<file path="src/sv/colour_blob_best_match_core_macros.svh">
// Assertion macros for the colour blob best-match core.
// Included by files that assert; expects clk and rst_n in scope.
`ifndef COLOUR_BLOB_BEST_MATCH_CORE_MACROS_SVH
`define COLOUR_BLOB_BEST_MATCH_CORE_MACROS_SVH

// Same-cycle implication, disabled while reset is asserted.
`define CBBM_ASSERT_IMP(label, ante, cons) \
  label: assert property (@(posedge clk) disable iff (!rst_n) (ante) |-> (cons)) \
    else $error("cbbm same-cycle check failed");

// Next-cycle implication, disabled while reset is asserted.
`define CBBM_ASSERT_NXT(label, ante, cons) \
  label: assert property (@(posedge clk) disable iff (!rst_n) (ante) |=> (cons)) \
    else $error("cbbm next-cycle check failed");

`endif

</file>
<file path="src/sv/cbbm_pkg.sv">
// Package for the colour blob best-match core: item types, target codes,
// hue constants and the Q0.15 cosine table. No dependencies.
`default_nettype none

package cbbm_pkg;

  typedef struct packed {
    logic [8:0]  hue_deg;
    logic [7:0]  saturation;
    logic [19:0] pixel_count;
    logic [7:0]  red_mean;
    logic [7:0]  green_mean;
    logic [7:0]  blue_mean;
    logic        last_blob;
  } cbbm_in_t;

  typedef struct packed {
    logic       found;
    logic [7:0] best_index;
  } cbbm_out_t;

  typedef struct packed {
    logic active;
    logic qualify;
    logic last;
  } cbbm_ctl_t;

  localparam logic [1:0] TGT_RED    = 2'd0;
  localparam logic [1:0] TGT_BLUE   = 2'd1;
  localparam logic [1:0] TGT_YELLOW = 2'd2;

  localparam logic [8:0] HUE_RED    = 9'd0;
  localparam logic [8:0] HUE_BLUE   = 9'd240;
  localparam logic [8:0] HUE_YELLOW = 9'd60;
  localparam logic [8:0] HUE_WRAP   = 9'd360;
  localparam logic [8:0] HUE_HALF   = 9'd180;
  localparam logic [8:0] COS_SPAN   = 9'd50;

  localparam int COS_BITS   = 15;
  localparam int SAT2_BITS  = 16;
  localparam int SCORE_FRAC = 31;

  localparam logic [14:0] MIN_COS = 15'd21299;

  function automatic logic [14:0] cos_q15(input logic [5:0] ang);
    logic [14:0] c;
    case (ang)
      6'd0:  c = 15'd32767;  6'd1:  c = 15'd32763;  6'd2:  c = 15'd32748;
      6'd3:  c = 15'd32723;  6'd4:  c = 15'd32688;  6'd5:  c = 15'd32643;
      6'd6:  c = 15'd32588;  6'd7:  c = 15'd32524;  6'd8:  c = 15'd32449;
      6'd9:  c = 15'd32365;  6'd10: c = 15'd32270;  6'd11: c = 15'd32166;
      6'd12: c = 15'd32052;  6'd13: c = 15'd31928;  6'd14: c = 15'd31795;
      6'd15: c = 15'd31651;  6'd16: c = 15'd31499;  6'd17: c = 15'd31336;
      6'd18: c = 15'd31164;  6'd19: c = 15'd30983;  6'd20: c = 15'd30792;
      6'd21: c = 15'd30592;  6'd22: c = 15'd30382;  6'd23: c = 15'd30163;
      6'd24: c = 15'd29935;  6'd25: c = 15'd29698;  6'd26: c = 15'd29452;
      6'd27: c = 15'd29197;  6'd28: c = 15'd28932;  6'd29: c = 15'd28660;
      6'd30: c = 15'd28378;  6'd31: c = 15'd28088;  6'd32: c = 15'd27789;
      6'd33: c = 15'd27482;  6'd34: c = 15'd27166;  6'd35: c = 15'd26842;
      6'd36: c = 15'd26510;  6'd37: c = 15'd26170;  6'd38: c = 15'd25822;
      6'd39: c = 15'd25466;  6'd40: c = 15'd25102;  6'd41: c = 15'd24730;
      6'd42: c = 15'd24351;  6'd43: c = 15'd23965;  6'd44: c = 15'd23571;
      6'd45: c = 15'd23170;  6'd46: c = 15'd22763;  6'd47: c = 15'd22348;
      6'd48: c = 15'd21926;  6'd49: c = 15'd21498;
      default: c = 15'd0;
    endcase
    return c;
  endfunction

endpackage

`default_nettype wire

</file>
<file path="src/sv/colour_blob_best_match_core.sv">
// Top level of the colour blob best-match core: front end, blob queue,
// back end and result register. Uses cbbm_pkg and the assertion macros.
// Blobs of a frame are pushed on in_push/in_full; the last one carries
// last_blob. Each frame yields one item on out_empty/out_pop: found and
// best_index. The target hue is written on cfg_valid/cfg_ready (always ready).
// The front end takes one blob per cycle while the queue is not full, into a
// queue of QUEUE_DEPTH entries. The back end's sequencer steps each blob
// through pop, two multiply steps and compare, plus a result step on a frame's
// last blob, and pops the next blob only once it is through with the last.
// Reset clears the queue, the frame state and the result register, and sets
// the target to red. While the result waits for out_pop the front end keeps
// filling the queue; the back end holds the next result until the register
// frees, and in_full rises once the queue fills.
`default_nettype none
`include "colour_blob_best_match_core_macros.svh"

module colour_blob_best_match_core #(
  parameter int MAX_BLOBS   = 256,
  parameter int SIZE_BITS   = 20,
  parameter int QUEUE_DEPTH = 4
) (
  input  wire logic                clk,
  input  wire logic                rst_n,
  input  wire logic                in_push,
  output logic                     in_full,
  input  wire cbbm_pkg::cbbm_in_t  in_item,
  output logic                     out_empty,
  input  wire logic                out_pop,
  output cbbm_pkg::cbbm_out_t      out_item,
  input  wire logic                cfg_valid,
  output logic                     cfg_ready,
  input  wire logic [1:0]          cfg_data
);
  import cbbm_pkg::*;

  localparam int IW = $clog2(MAX_BLOBS);
  localparam int EW = $bits(cbbm_ctl_t) + COS_BITS + SAT2_BITS + SIZE_BITS + IW;

  cbbm_ctl_t            f_ctl, b_ctl;
  logic [14:0]          f_cos, b_cos;
  logic [15:0]          f_sat2, b_sat2;
  logic [SIZE_BITS-1:0] f_size, b_size;
  logic [IW-1:0]        f_idx, b_idx;
  logic [EW-1:0]        q_wdata, q_rdata;
  logic                 q_push, q_pop, q_full, q_empty;
  logic                 res_valid, res_ready;
  cbbm_out_t            res_item;
  logic                 out_valid_r;
  cbbm_out_t            out_item_r;

  cbbm_front #(
    .MAX_BLOBS (MAX_BLOBS),
    .SIZE_BITS (SIZE_BITS),
    .IW        (IW)
  ) u_front (
    .clk       (clk),
    .rst_n     (rst_n),
    .in_push   (in_push),
    .in_full   (in_full),
    .in_item   (in_item),
    .cfg_valid (cfg_valid),
    .cfg_ready (cfg_ready),
    .cfg_data  (cfg_data),
    .q_full    (q_full),
    .q_push    (q_push),
    .q_ctl     (f_ctl),
    .q_cos     (f_cos),
    .q_sat2    (f_sat2),
    .q_size    (f_size),
    .q_idx     (f_idx)
  );

  assign q_wdata = {f_ctl, f_cos, f_sat2, f_size, f_idx};
  assign {b_ctl, b_cos, b_sat2, b_size, b_idx} = q_rdata;

  cbbm_queue #(
    .WIDTH (EW),
    .DEPTH (QUEUE_DEPTH)
  ) u_queue (
    .clk   (clk),
    .rst_n (rst_n),
    .push  (q_push),
    .wdata (q_wdata),
    .full  (q_full),
    .pop   (q_pop),
    .rdata (q_rdata),
    .empty (q_empty)
  );

  cbbm_back #(
    .SIZE_BITS (SIZE_BITS),
    .IW        (IW)
  ) u_back (
    .clk       (clk),
    .rst_n     (rst_n),
    .q_empty   (q_empty),
    .q_pop     (q_pop),
    .q_ctl     (b_ctl),
    .q_cos     (b_cos),
    .q_sat2    (b_sat2),
    .q_size    (b_size),
    .q_idx     (b_idx),
    .res_valid (res_valid),
    .res_ready (res_ready),
    .res_item  (res_item)
  );

  assign res_ready = !out_valid_r || out_pop;
  assign out_empty = !out_valid_r;
  assign out_item  = out_item_r;

  always_ff @(posedge clk) begin
    if (!rst_n) begin
      out_valid_r <= 1'b0;
    end else if (res_valid && res_ready) begin
      out_valid_r <= 1'b1;
    end else if (out_pop) begin
      out_valid_r <= 1'b0;
    end
  end

  always_ff @(posedge clk) begin
    if (res_valid && res_ready) begin
      out_item_r <= res_item;
    end
  end

  `CBBM_ASSERT_IMP(a_pop_not_empty, q_pop, !q_empty)
  `CBBM_ASSERT_NXT(a_pop_frees_slot, q_pop, !in_full)
  `CBBM_ASSERT_IMP(a_result_slot_free, res_valid && res_ready, out_empty || out_pop)
  `CBBM_ASSERT_IMP(a_index_zero, !out_empty && !out_item.found, out_item.best_index == 8'd0)

endmodule

`default_nettype wire

</file>
<file path="src/sv/cbbm_front.sv">
// Front end: accepts blobs, holds the target register and the blob counter,
// classifies each blob and pushes it to the queue. Uses cbbm_pkg.
`default_nettype none

module cbbm_front #(
  parameter int MAX_BLOBS = 256,
  parameter int SIZE_BITS = 20,
  parameter int IW        = 8
) (
  input  wire logic                clk,
  input  wire logic                rst_n,
  input  wire logic                in_push,
  output logic                     in_full,
  input  wire cbbm_pkg::cbbm_in_t  in_item,
  input  wire logic                cfg_valid,
  output logic                     cfg_ready,
  input  wire logic [1:0]          cfg_data,
  input  wire logic                q_full,
  output logic                     q_push,
  output cbbm_pkg::cbbm_ctl_t      q_ctl,
  output logic [14:0]              q_cos,
  output logic [15:0]              q_sat2,
  output logic [SIZE_BITS-1:0]     q_size,
  output logic [IW-1:0]            q_idx
);
  import cbbm_pkg::*;

  localparam int CW = $clog2(MAX_BLOBS + 1);
  localparam logic [9:0] WRAP10 = 10'(HUE_WRAP);

  function automatic logic pair_close(input logic [7:0] x, input logic [7:0] y);
    logic [7:0] ad;
    logic [9:0] d4;
    ad = (x > y) ? x - y : y - x;
    d4 = {ad, 2'b00};
    return (d4 < {2'b00, x}) && (d4 < {2'b00, y});
  endfunction

  logic [1:0]    target_colour_r;
  logic [CW-1:0] cnt_r, cnt_nxt;
  logic [8:0]    hue_w, tgt, hue_dist, ang;
  logic [9:0]    diff;
  logic          tgt_ok, near, grey, active;
  logic [14:0]   cosv;

  assign cfg_ready = 1'b1;
  assign in_full   = q_full;
  assign q_push    = in_push && !q_full;

  always_comb begin
    tgt_ok = 1'b1;
    case (target_colour_r)
      TGT_RED:    tgt = HUE_RED;
      TGT_BLUE:   tgt = HUE_BLUE;
      TGT_YELLOW: tgt = HUE_YELLOW;
      default: begin
        tgt    = HUE_RED;
        tgt_ok = 1'b0;
      end
    endcase
    hue_w = (in_item.hue_deg >= HUE_WRAP) ? in_item.hue_deg - HUE_WRAP : in_item.hue_deg;
    diff  = {1'b0, hue_w} + WRAP10 - {1'b0, tgt};
    hue_dist = (diff >= WRAP10) ? 9'(diff - WRAP10) : diff[8:0];
    ang   = (hue_dist <= HUE_HALF) ? hue_dist : HUE_WRAP - hue_dist;
    near  = ang < COS_SPAN;
    cosv  = near ? cos_q15(ang[5:0]) : 15'd0;
    grey  = pair_close(in_item.red_mean, in_item.green_mean)
         && pair_close(in_item.red_mean, in_item.blue_mean)
         && pair_close(in_item.green_mean, in_item.blue_mean);
    active = cnt_r < CW'(MAX_BLOBS);
  end

  always_comb begin
    q_ctl.active  = active;
    q_ctl.qualify = tgt_ok && near && (cosv > MIN_COS) && !grey;
    q_ctl.last    = in_item.last_blob;
    q_cos         = cosv;
    q_sat2        = 16'(in_item.saturation) * 16'(in_item.saturation);
    q_size        = SIZE_BITS'(in_item.pixel_count);
    q_idx         = cnt_r[IW-1:0];
  end

  always_comb begin
    cnt_nxt = cnt_r;
    if (q_push) begin
      if (in_item.last_blob) begin
        cnt_nxt = '0;
      end else if (active) begin
        cnt_nxt = cnt_r + CW'(1);
      end
    end
  end

  always_ff @(posedge clk) begin
    if (!rst_n) begin
      target_colour_r <= TGT_RED;
      cnt_r           <= '0;
    end else begin
      cnt_r <= cnt_nxt;
      if (cfg_valid) begin
        target_colour_r <= cfg_data;
      end
    end
  end

endmodule

`default_nettype wire

</file>
<file path="src/sv/cbbm_queue.sv">
// Small first-in first-out queue of classified blobs between front and back.
// DEPTH must be a power of two, at least two. No package dependency.
`default_nettype none

module cbbm_queue #(
  parameter int WIDTH = 8,
  parameter int DEPTH = 4
) (
  input  wire logic             clk,
  input  wire logic             rst_n,
  input  wire logic             push,
  input  wire logic [WIDTH-1:0] wdata,
  output logic                  full,
  input  wire logic             pop,
  output logic [WIDTH-1:0]      rdata,
  output logic                  empty
);

  localparam int AW = $clog2(DEPTH);
  localparam int NW = $clog2(DEPTH + 1);

  logic [WIDTH-1:0] entries_r [DEPTH];
  logic [AW-1:0]    wr_ptr_r, rd_ptr_r;
  logic [NW-1:0]    count_r;

  assign full  = count_r == NW'(DEPTH);
  assign empty = count_r == '0;
  assign rdata = entries_r[rd_ptr_r];

  always_ff @(posedge clk) begin
    if (!rst_n) begin
      wr_ptr_r <= '0;
      rd_ptr_r <= '0;
      count_r  <= '0;
    end else begin
      if (push) begin
        wr_ptr_r <= wr_ptr_r + AW'(1);
      end
      if (pop) begin
        rd_ptr_r <= rd_ptr_r + AW'(1);
      end
      if (push && !pop) begin
        count_r <= count_r + NW'(1);
      end else if (pop && !push) begin
        count_r <= count_r - NW'(1);
      end
    end
  end

  always_ff @(posedge clk) begin
    if (push) begin
      entries_r[wr_ptr_r] <= wdata;
    end
  end

endmodule

`default_nettype wire

</file>
<file path="src/sv/cbbm_back.sv">
// Back end: forms each blob's score over two multiply steps, keeps the frame's
// largest size and best score, and issues the frame result. Uses cbbm_pkg.
`default_nettype none

module cbbm_back #(
  parameter int SIZE_BITS = 20,
  parameter int IW        = 8
) (
  input  wire logic                 clk,
  input  wire logic                 rst_n,
  input  wire logic                 q_empty,
  output logic                      q_pop,
  input  wire cbbm_pkg::cbbm_ctl_t  q_ctl,
  input  wire logic [14:0]          q_cos,
  input  wire logic [15:0]          q_sat2,
  input  wire logic [SIZE_BITS-1:0] q_size,
  input  wire logic [IW-1:0]        q_idx,
  output logic                      res_valid,
  input  wire logic                 res_ready,
  output cbbm_pkg::cbbm_out_t       res_item
);
  import cbbm_pkg::*;

  localparam int PW = COS_BITS + SAT2_BITS;
  localparam int SW = PW + SIZE_BITS;
  localparam int TW = SW + 6;

  typedef enum logic [4:0] {
    ST_IDLE = 5'b00001,
    ST_MUL1 = 5'b00010,
    ST_MUL2 = 5'b00100,
    ST_UPD  = 5'b01000,
    ST_FIN  = 5'b10000
  } back_state_t;

  back_state_t          state_r, state_nxt;
  cbbm_ctl_t            ctl_r;
  logic [14:0]          cos_r;
  logic [15:0]          sat2_r;
  logic [SIZE_BITS-1:0] size_r, largest_r;
  logic [IW-1:0]        idx_r, pos_r;
  logic [PW-1:0]        prod_r;
  logic [SW-1:0]        score_r, best_r;
  logic                 have_r;
  logic [TW-1:0]        lhs, rhs;
  logic                 found;

  always_comb begin
    state_nxt = state_r;
    q_pop     = 1'b0;
    res_valid = 1'b0;
    case (state_r)
      ST_IDLE: begin
        if (!q_empty) begin
          q_pop     = 1'b1;
          state_nxt = ST_MUL1;
        end
      end
      ST_MUL1: state_nxt = ST_MUL2;
      ST_MUL2: state_nxt = ST_UPD;
      ST_UPD:  state_nxt = ctl_r.last ? ST_FIN : ST_IDLE;
      ST_FIN: begin
        res_valid = 1'b1;
        if (res_ready) begin
          state_nxt = ST_IDLE;
        end
      end
      default: state_nxt = ST_IDLE;
    endcase
  end

  // The found test is best * 40 > largest * 2^31; 40 is taken as 32 + 8.
  always_comb begin
    lhs   = (TW'(best_r) << 5) + (TW'(best_r) << 3);
    rhs   = TW'({largest_r, {SCORE_FRAC{1'b0}}});
    found = have_r && (lhs > rhs);
    res_item.found      = found;
    res_item.best_index = found ? 8'(pos_r) : 8'd0;
  end

  always_ff @(posedge clk) begin
    if (!rst_n) begin
      state_r   <= ST_IDLE;
      have_r    <= 1'b0;
      best_r    <= '0;
      largest_r <= '0;
      pos_r     <= '0;
    end else begin
      state_r <= state_nxt;
      if (state_r == ST_UPD && ctl_r.active) begin
        if (size_r > largest_r) begin
          largest_r <= size_r;
        end
        if (ctl_r.qualify && (!have_r || score_r > best_r)) begin
          best_r <= score_r;
          pos_r  <= idx_r;
          have_r <= 1'b1;
        end
      end
      if (state_r == ST_FIN && res_ready) begin
        have_r    <= 1'b0;
        best_r    <= '0;
        largest_r <= '0;
        pos_r     <= '0;
      end
    end
  end

  always_ff @(posedge clk) begin
    if (q_pop) begin
      ctl_r  <= q_ctl;
      cos_r  <= q_cos;
      sat2_r <= q_sat2;
      size_r <= q_size;
      idx_r  <= q_idx;
    end
    if (state_r == ST_MUL1) begin
      prod_r <= PW'(cos_r) * PW'(sat2_r);
    end
    if (state_r == ST_MUL2) begin
      score_r <= SW'(prod_r) * SW'(size_r);
    end
  end

endmodule

`default_nettype wire
</file>
<file path="config.mk">
export PLATFORM = sky130hd
export DESIGN_NAME = colour_blob_best_match_core
export DESIGN_NICKNAME = d
export VERILOG_FILES = /design/src/sv/cbbm_pkg.sv /design/src/sv/colour_blob_best_match_core.sv /design/src/sv/cbbm_front.sv /design/src/sv/cbbm_queue.sv /design/src/sv/cbbm_back.sv
export VERILOG_INCLUDE_DIRS = /design/src /design/src/sv
export SDC_FILE = /design/constraint.sdc
export NUM_CORES = 2
export LEC_CHECK = 0
export BUFFER_PORTS_ARGS = -buffer_cell sky130_fd_sc_hd__buf_2
export CORE_UTILIZATION = 47
export CTS_BUF_LIST = sky130_fd_sc_hd__clkbuf_2
export CTS_CLUSTER_SIZE = 24
export DETAILED_ROUTE_END_ITERATION = 10
export RECOVER_POWER = 50
export SLEW_MARGIN = 20
export SYNTH_ARGS = -nofsm -noshare
export SYNTH_HDL_FRONTEND = slang
export SYNTH_SLANG_ARGS = --single-unit
</file>
<file path="constraint.sdc">
create_clock -name clk -period 9.4 [get_ports clk]
set_input_delay 1.41 -clock clk [delete_from_list [all_inputs] [get_ports clk]]
set_output_delay 1.41 -clock clk [all_outputs]
set_load 0.02 [all_outputs]
</file>
# Word-level counts from Yosys, hierarchy flattened
# Memories as Yosys holds them, arrays and structs flattened. A register that Yosys moved wholly into a read port is not among the register bits.
# Index checks and enable logic that the tools add are counted.
# classes
addsub	17
n_mul	3
n_div	0
magnitude_cmp	18
n_eq_ne	10
shift	0
muxes	24
bitwise	1
n_reduce_logical	35
# op_table
cell	count
$lt 10x8->1	6
$add 56x54->57	1
$gt 57x51->1	1
$gt 51x51->1	1
$mul 31x20->51	1
$sub 8x8->8	6
$mux 9	5
$mul 15x16->31	1
$pmux 5 s5	1
$gt 8x8->1	3
$mux 8	3
$gt 20x20->1	1
$sub 9x9->9 const B	2
$logic_and 1x1->1	16
$mul 8x8->16	1
$pmux 8 s2	1
$gt 15x15->1 const B	1
$mux 15	1
$mux 5	3
$add 9x9->10 const B	1
$ge 10x9->1 const B	1
$sub 10x8->10	1
$add 9x1->9 const B	1
$ge 9x9->1 const B	1
other kinds (27)	48
# totals
ff_bits	195
latch_bits	0
ramBits	248
mem_bits_ro	960
inputBits	69
output_inout_bits	12
word_cells	125
memories	2
# memory_table
memory	words	word_bits	read_ports	rd_ports_with_merged_regs	wr	line	rtl
(no name shown)	64	15	1	0	0	cbbm_pkg.sv:47	case (ang)
u_queue.entries_r	4	62	1	1	1	cbbm_queue.sv:22	logic [WIDTH-1:0] entries_r [DEPTH];

# Logic depth before layout (Yosys ltp)
# logic_depth
word_depth	13
mapped_depth	33
mapped_depth_nobuf	31

# Modules after synthesis
# A second synthesis with hierarchy kept.
# unflattened
cells_unflattened	5837
area_unflattened_um2	58135.8
# by_module_without_submodules
module	instances	cells_each	area_each_um2	seq_area_each_um2
cbbm_back	1	4450	40639.0	6025.8
cbbm_queue	1	367	9461.6	7627.3
cbbm_front	1	1005	7703.6	220.2
colour_blob_best_match_core	1	15	331.6	290.3

# Least setup slack after synthesis
# OpenSTA, ideal clock, no wires.
# synth_timing
kind	in2reg
startpoint	in in_item[53] in the netlist's numbering
endpoint	mem u_queue.entries_r[0][60] in the netlist's numbering, data pin
setup_time_ps	230
arrival_ps	8764
required_ps	9170
path_slack_ps	406
cell_stages	30
n_path_buf	4
cell_sequence	inv_1 ha_1 clkbuf_1 inv_1 or4_1 a21oi_1 o21ai_0 xnor2_1 ha_1 inv_1 ha_1 buf_2 xnor2_1 inv_1 ha_1 xor3_1 a211o_1 o32ai_1 a211oi_1 or3_1 clkinv_1 clkbuf_1 buf_1 ha_1 nand2_1 a31o_2 nor2_1 nor4b_4 o2111ai_1 a2111oi_2
# synth_lines
element	line	rtl
start, declared	colour_blob_best_match_core.sv:26	input wire cbbm_pkg::cbbm_in_t in_item,
end, declared	cbbm_queue.sv:22	

# Worst setup path in the final report
# layout_timing
startpoint	reg u_back.size_r[6] (read register of u_queue.entries_r)
endpoint	reg u_back.score_r[50], data pin
# layout_between
elab_chain_cells	1
# layout_lines
element	line	rtl
start, declared	cbbm_back.sv:40	logic [SIZE_BITS-1:0] size_r, largest_r;
$mul 31x20->51	cbbm_back.sv:121	score_r <= SW'(prod_r) * SW'(size_r);
end signal, assigned	cbbm_back.sv:121	
end, declared	cbbm_back.sv:43	logic [SW-1:0] score_r, best_r;
# No other way between the ends.
# A chain may end at the register's enable or synchronous reset.

==> flow_metrics.py <==
metrics = {
    "clocking": {
        "post_cts_resized": 0,
        "htreeDepth": 4,
        "numClockSinks": 500,
        "cts_tree": "yes",
        "postCtsHoldBufs": 0,
        "cts_buffer_depth": 3,
        "clock_latency_ns": 1.31,
        "clock-root-buffer": "clkbuf_2",
        "cts_setup_buffers": 0,
        "numCtsBuffers": 135,
        "clkTransAtPathRegs_ns": 0.10,
    },
    "floorplan": {
        "rows": 125,
        "io_pins": 81,
        "die_w_um": 345.1,
        "initial_utilization_pct": 47.54,
        "core_area_um2": 116400,
        "dieArea_um2": 119100,
        "die_y_um": 345.1,
    },
    "timing": {
        "setup_viol": 0,
        "tightestPinTransition_ns": 3.878,
        "drv_slew": 468,
        "fin_crit_sh_pct": 91.78,
        "tns_ns": 0,
        "rsz0062_at_grt": "false",
        "timing.fmax_mhz": 115.9,
        "worst_slack_ns": 0.7727,
        "hold_violations": 0,
        "finClkSkew_ns": 0.1223,
        "max_slew_margin_pct": -158.5,
        "fin_crit_ns": 8.627,
    },
    "worst_setup_path": {
        "worstPathRequired_ns": 10.43,
        "crit_fanout": 18,
        "reg2reg_to": "u_back.score_r[50]",
        "reg2reg_from": "u_back.size_r[6]",
        "rrSetupSlack_ns": 0.77,
        "worstSetupPathType": "reg -> reg",
        "startpoint_type": "flop",
        "cp.arrival_ns": 9.65,
        "end_kind": "flop",
        "worstRegToRegCells": 26,
    },
    "global_routing": {
        "grt_pass1_vias": 40930,
        "grt_use_total_pct": 22.84,
        "grt_pass1_wl_mm": 217.4,
        "grt_overflow": 0,
        "antenna_found_initial": 8,
        "grt_max_degree": 81,
    },
    "logic_synthesis": {
        "yosys-top-cells-area": "fa_1 (26%), edfxtp_1 (21%), ha_1 (13%), inv_1 (5.8%), nand2_1 (4.5%)",
        "synth_cell_types": 87,
        "ys_seq_area_share_pct": 25.26,
        "synth_top_flop_cell": "edfxtp_1",
        "yosysTopAreaCellShare_pct": 26.09,
        "ys_warn_count": 0,
        "yosys.area.top_type": "fa_1",
        "synth.avg_cell_area_um2": 10.10,
        "netlist_area_um2": 55320,
        "synth-seq-cells": 500,
        "postSynthCellCount": 5479,
        "synth_edf_count": 396,
        "async_flop_share_pct": 0,
    },
    "placement": {
        "dpl.hpwl_mm": 105.0,
        "port_buffers": 79,
        "gpl.final_weighted_congestion": 0.8801,
        "place_ws_ns": 0.6261,
    },
    "finish": {
        "multiInputGateArea_um2": 37220,
        "drive_gt1_share_pct": 8.324,
        "filler_cell_count": 10880,
        "area_growth_pct": 6.127,
        "layout.nets": 6900,
        "utilization_pct": 50.45,
        "seq_area_um2": 13970,
    },
    "flow_run": {
        "max_cap_violations": 11,
    },
    "hold_path": {
        "holdCritPathClass": "in -> reg",
        "worstHoldPathCells": 3,
        "worstHoldStart": "cfg_data[0]",
        "min_to": "u_front.target_colour_r[0]",
    },
    "routing": {
        "routedWlPerCell_um": 18.52,
        "viasPerCell": 5.391,
        "drt-initial-drc-count": 2154,
        "totalWireLength_mm": 133.1,
        "dr_total_vias": 38730,
        "drc": 0,
        "antenna_left": 0,
        "drt_pass1_iterations": 6,
    },
    "outcome": {
        "status": "finished, violations left",
        "violations": "max-capacitance violations, max-slew violations",
    },
}
cell families (layout without fill, tap and decap cells):
family          count (synthesis)  count (layout)  synth area share, %
simple gates                 1520            1520                13.39
fa+ha+maj                    1275            1275                38.62
buf+inv                      1102            1277                7.518
compound gates                802             802                9.097
flops                         500             500                25.26
xor+xnor                      172             172                2.778
mux                           106             106                3.320
other cells                     2               9              0.01358
flip-flops by register name (all words and copies together) (netlist names):
| name | flops |
|---|---|
| u_back.largest_r | 20 |
| u_back.prod_r | 31 |
| u_front.target_colour_r | 2 |
| u_back.idx_r | 8 |
| u_queue.wr_ptr_r | 2 |
| u_queue.rd_ptr_r | 2 |
| u_back.state_r | 5 |
| u_front.cnt_r | 9 |
| u_back.size_r | 20 |
| u_back.ctl_r | 3 |
| out_item | 9 |
| u_back.have_r | 1 |
| u_back.score_r | 51 |
| u_back.cos_r | 15 |
| out_valid_r | 1 |
| u_queue.count_r | 3 |
| u_queue.entries_r | 244 |
| u_back.pos_r | 8 |
| u_back.best_r | 51 |
| u_back.sat2_r | 15 |
per-layer routing:
layer | up-vias | track usage (%) | wire (um)
met1 | 19470 | 30.09 | 58210
met3 | 193 | 2.801 | 5500
met5 | - | 0 | 44
li1 | 18250 | - | -
met4 | 6 | 6.678 | 2808
met2 | 819 | 39.39 | 66500
synth_stat cells (51+ instances only):
cell and n:
nor2b_1 51, o21ai_0 175, a21o_1 101, nand3_1 92
mux4_2 61, clkbuf_1 226, nor2_1 151, ha_1 554
dfxtp_1 104, a21oi_1 267, xnor2_1 127, nand2_1 665
and2_1 347, edfxtp_1 396, fa_1 721, inv_1 857
worst max path at each step:
stage | depth (start not counted) | to | slack (ns) | from
floorplan | 30 | u_queue.entries_r[0][60] | 0.41 | in_item[53]
global placement | 28 | u_queue.entries_r[0][60] | 0.72 | in_item[53]
detailed placement | 29 | u_queue.entries_r[1][60] | 0.63 | in_item[53]
CTS | 26 | u_back.score_r[50] | 0.91 | u_back.size_r[6]
global route | 26 | u_back.score_r[50] | 0.42 | u_back.prod_r[6]
finish | 26 | u_back.score_r[50] | 0.77 | u_back.size_r[6]
layout make-up:
class / instances / area share, %
Tap cell: 1524 / 3.248
Inverter: 858 / 5.486
Antenna cell: 3 / 0.01279
Multi-Input combinational cell: 3881 / 63.40
Clock buffer: 195 / 1.662
Timing Repair Buffer: 180 / 1.922
Sequential cell: 500 / 23.80
Clock inverter: 44 / 0.4646
worst max-delay path: stages (launching register included):
cell and delay [ns]:
edfxtp_1 0.99, nand2_1 0.17, fa_1 0.55, inv_1 0.06, fa_1 0.54, inv_1 0.06
fa_1 0.48, fa_1 0.55, inv_1 0.05, fa_1 0.45, fa_1 0.55, fa_1 0.43
ha_1 0.37, a21o_1 0.24, a31oi_1 0.24, o211ai_1 0.12, a21oi_1 0.15, o21ai_0 0.23
o211ai_1 0.34, a31oi_1 0.24, o211ai_1 0.29, a21boi_0 0.19, o21bai_1 0.27, o31ai_1 0.13
or4_1 0.40, a31oi_1 0.22, xnor2_1 0.09
stage by stage:
stage	hold WS, ns	cells	area, um2
4_1_cts	0.08178	7182	58790
5_1_grt	0.2320	7185	58710
6_report	0.3527	7185	58710
3_5_place_dp	0.4675	6943	57540
2_1_floorplan	0.4490	5483	55330
3_3_place_gp	0.4649	6942	57530
cells in the final DEF (no fill, tap or decap), drive strengths merged, types with 22 or more instances in the layout:
cell	instances
and3	27
mux2i	35
nand3	92
o21a	31
nor2b	51
inv	861
clkinv	37
a31oi	29
fa	721
nand2b	33
nor3	33
dfxtp	104
mux4	61
o21bai	22
o21ai	183
a21o	101
nand4	43
xor2	43
clkbuf	225
edfxtp	396
and2	348
ha	554
nor2	152
a21oi	268
nand2	665
xnor2	128
buf	150
Power is left out: the tool's default activity adds up to more than one toggle a clock period on the data nets, which glitch-free logic cannot reach.
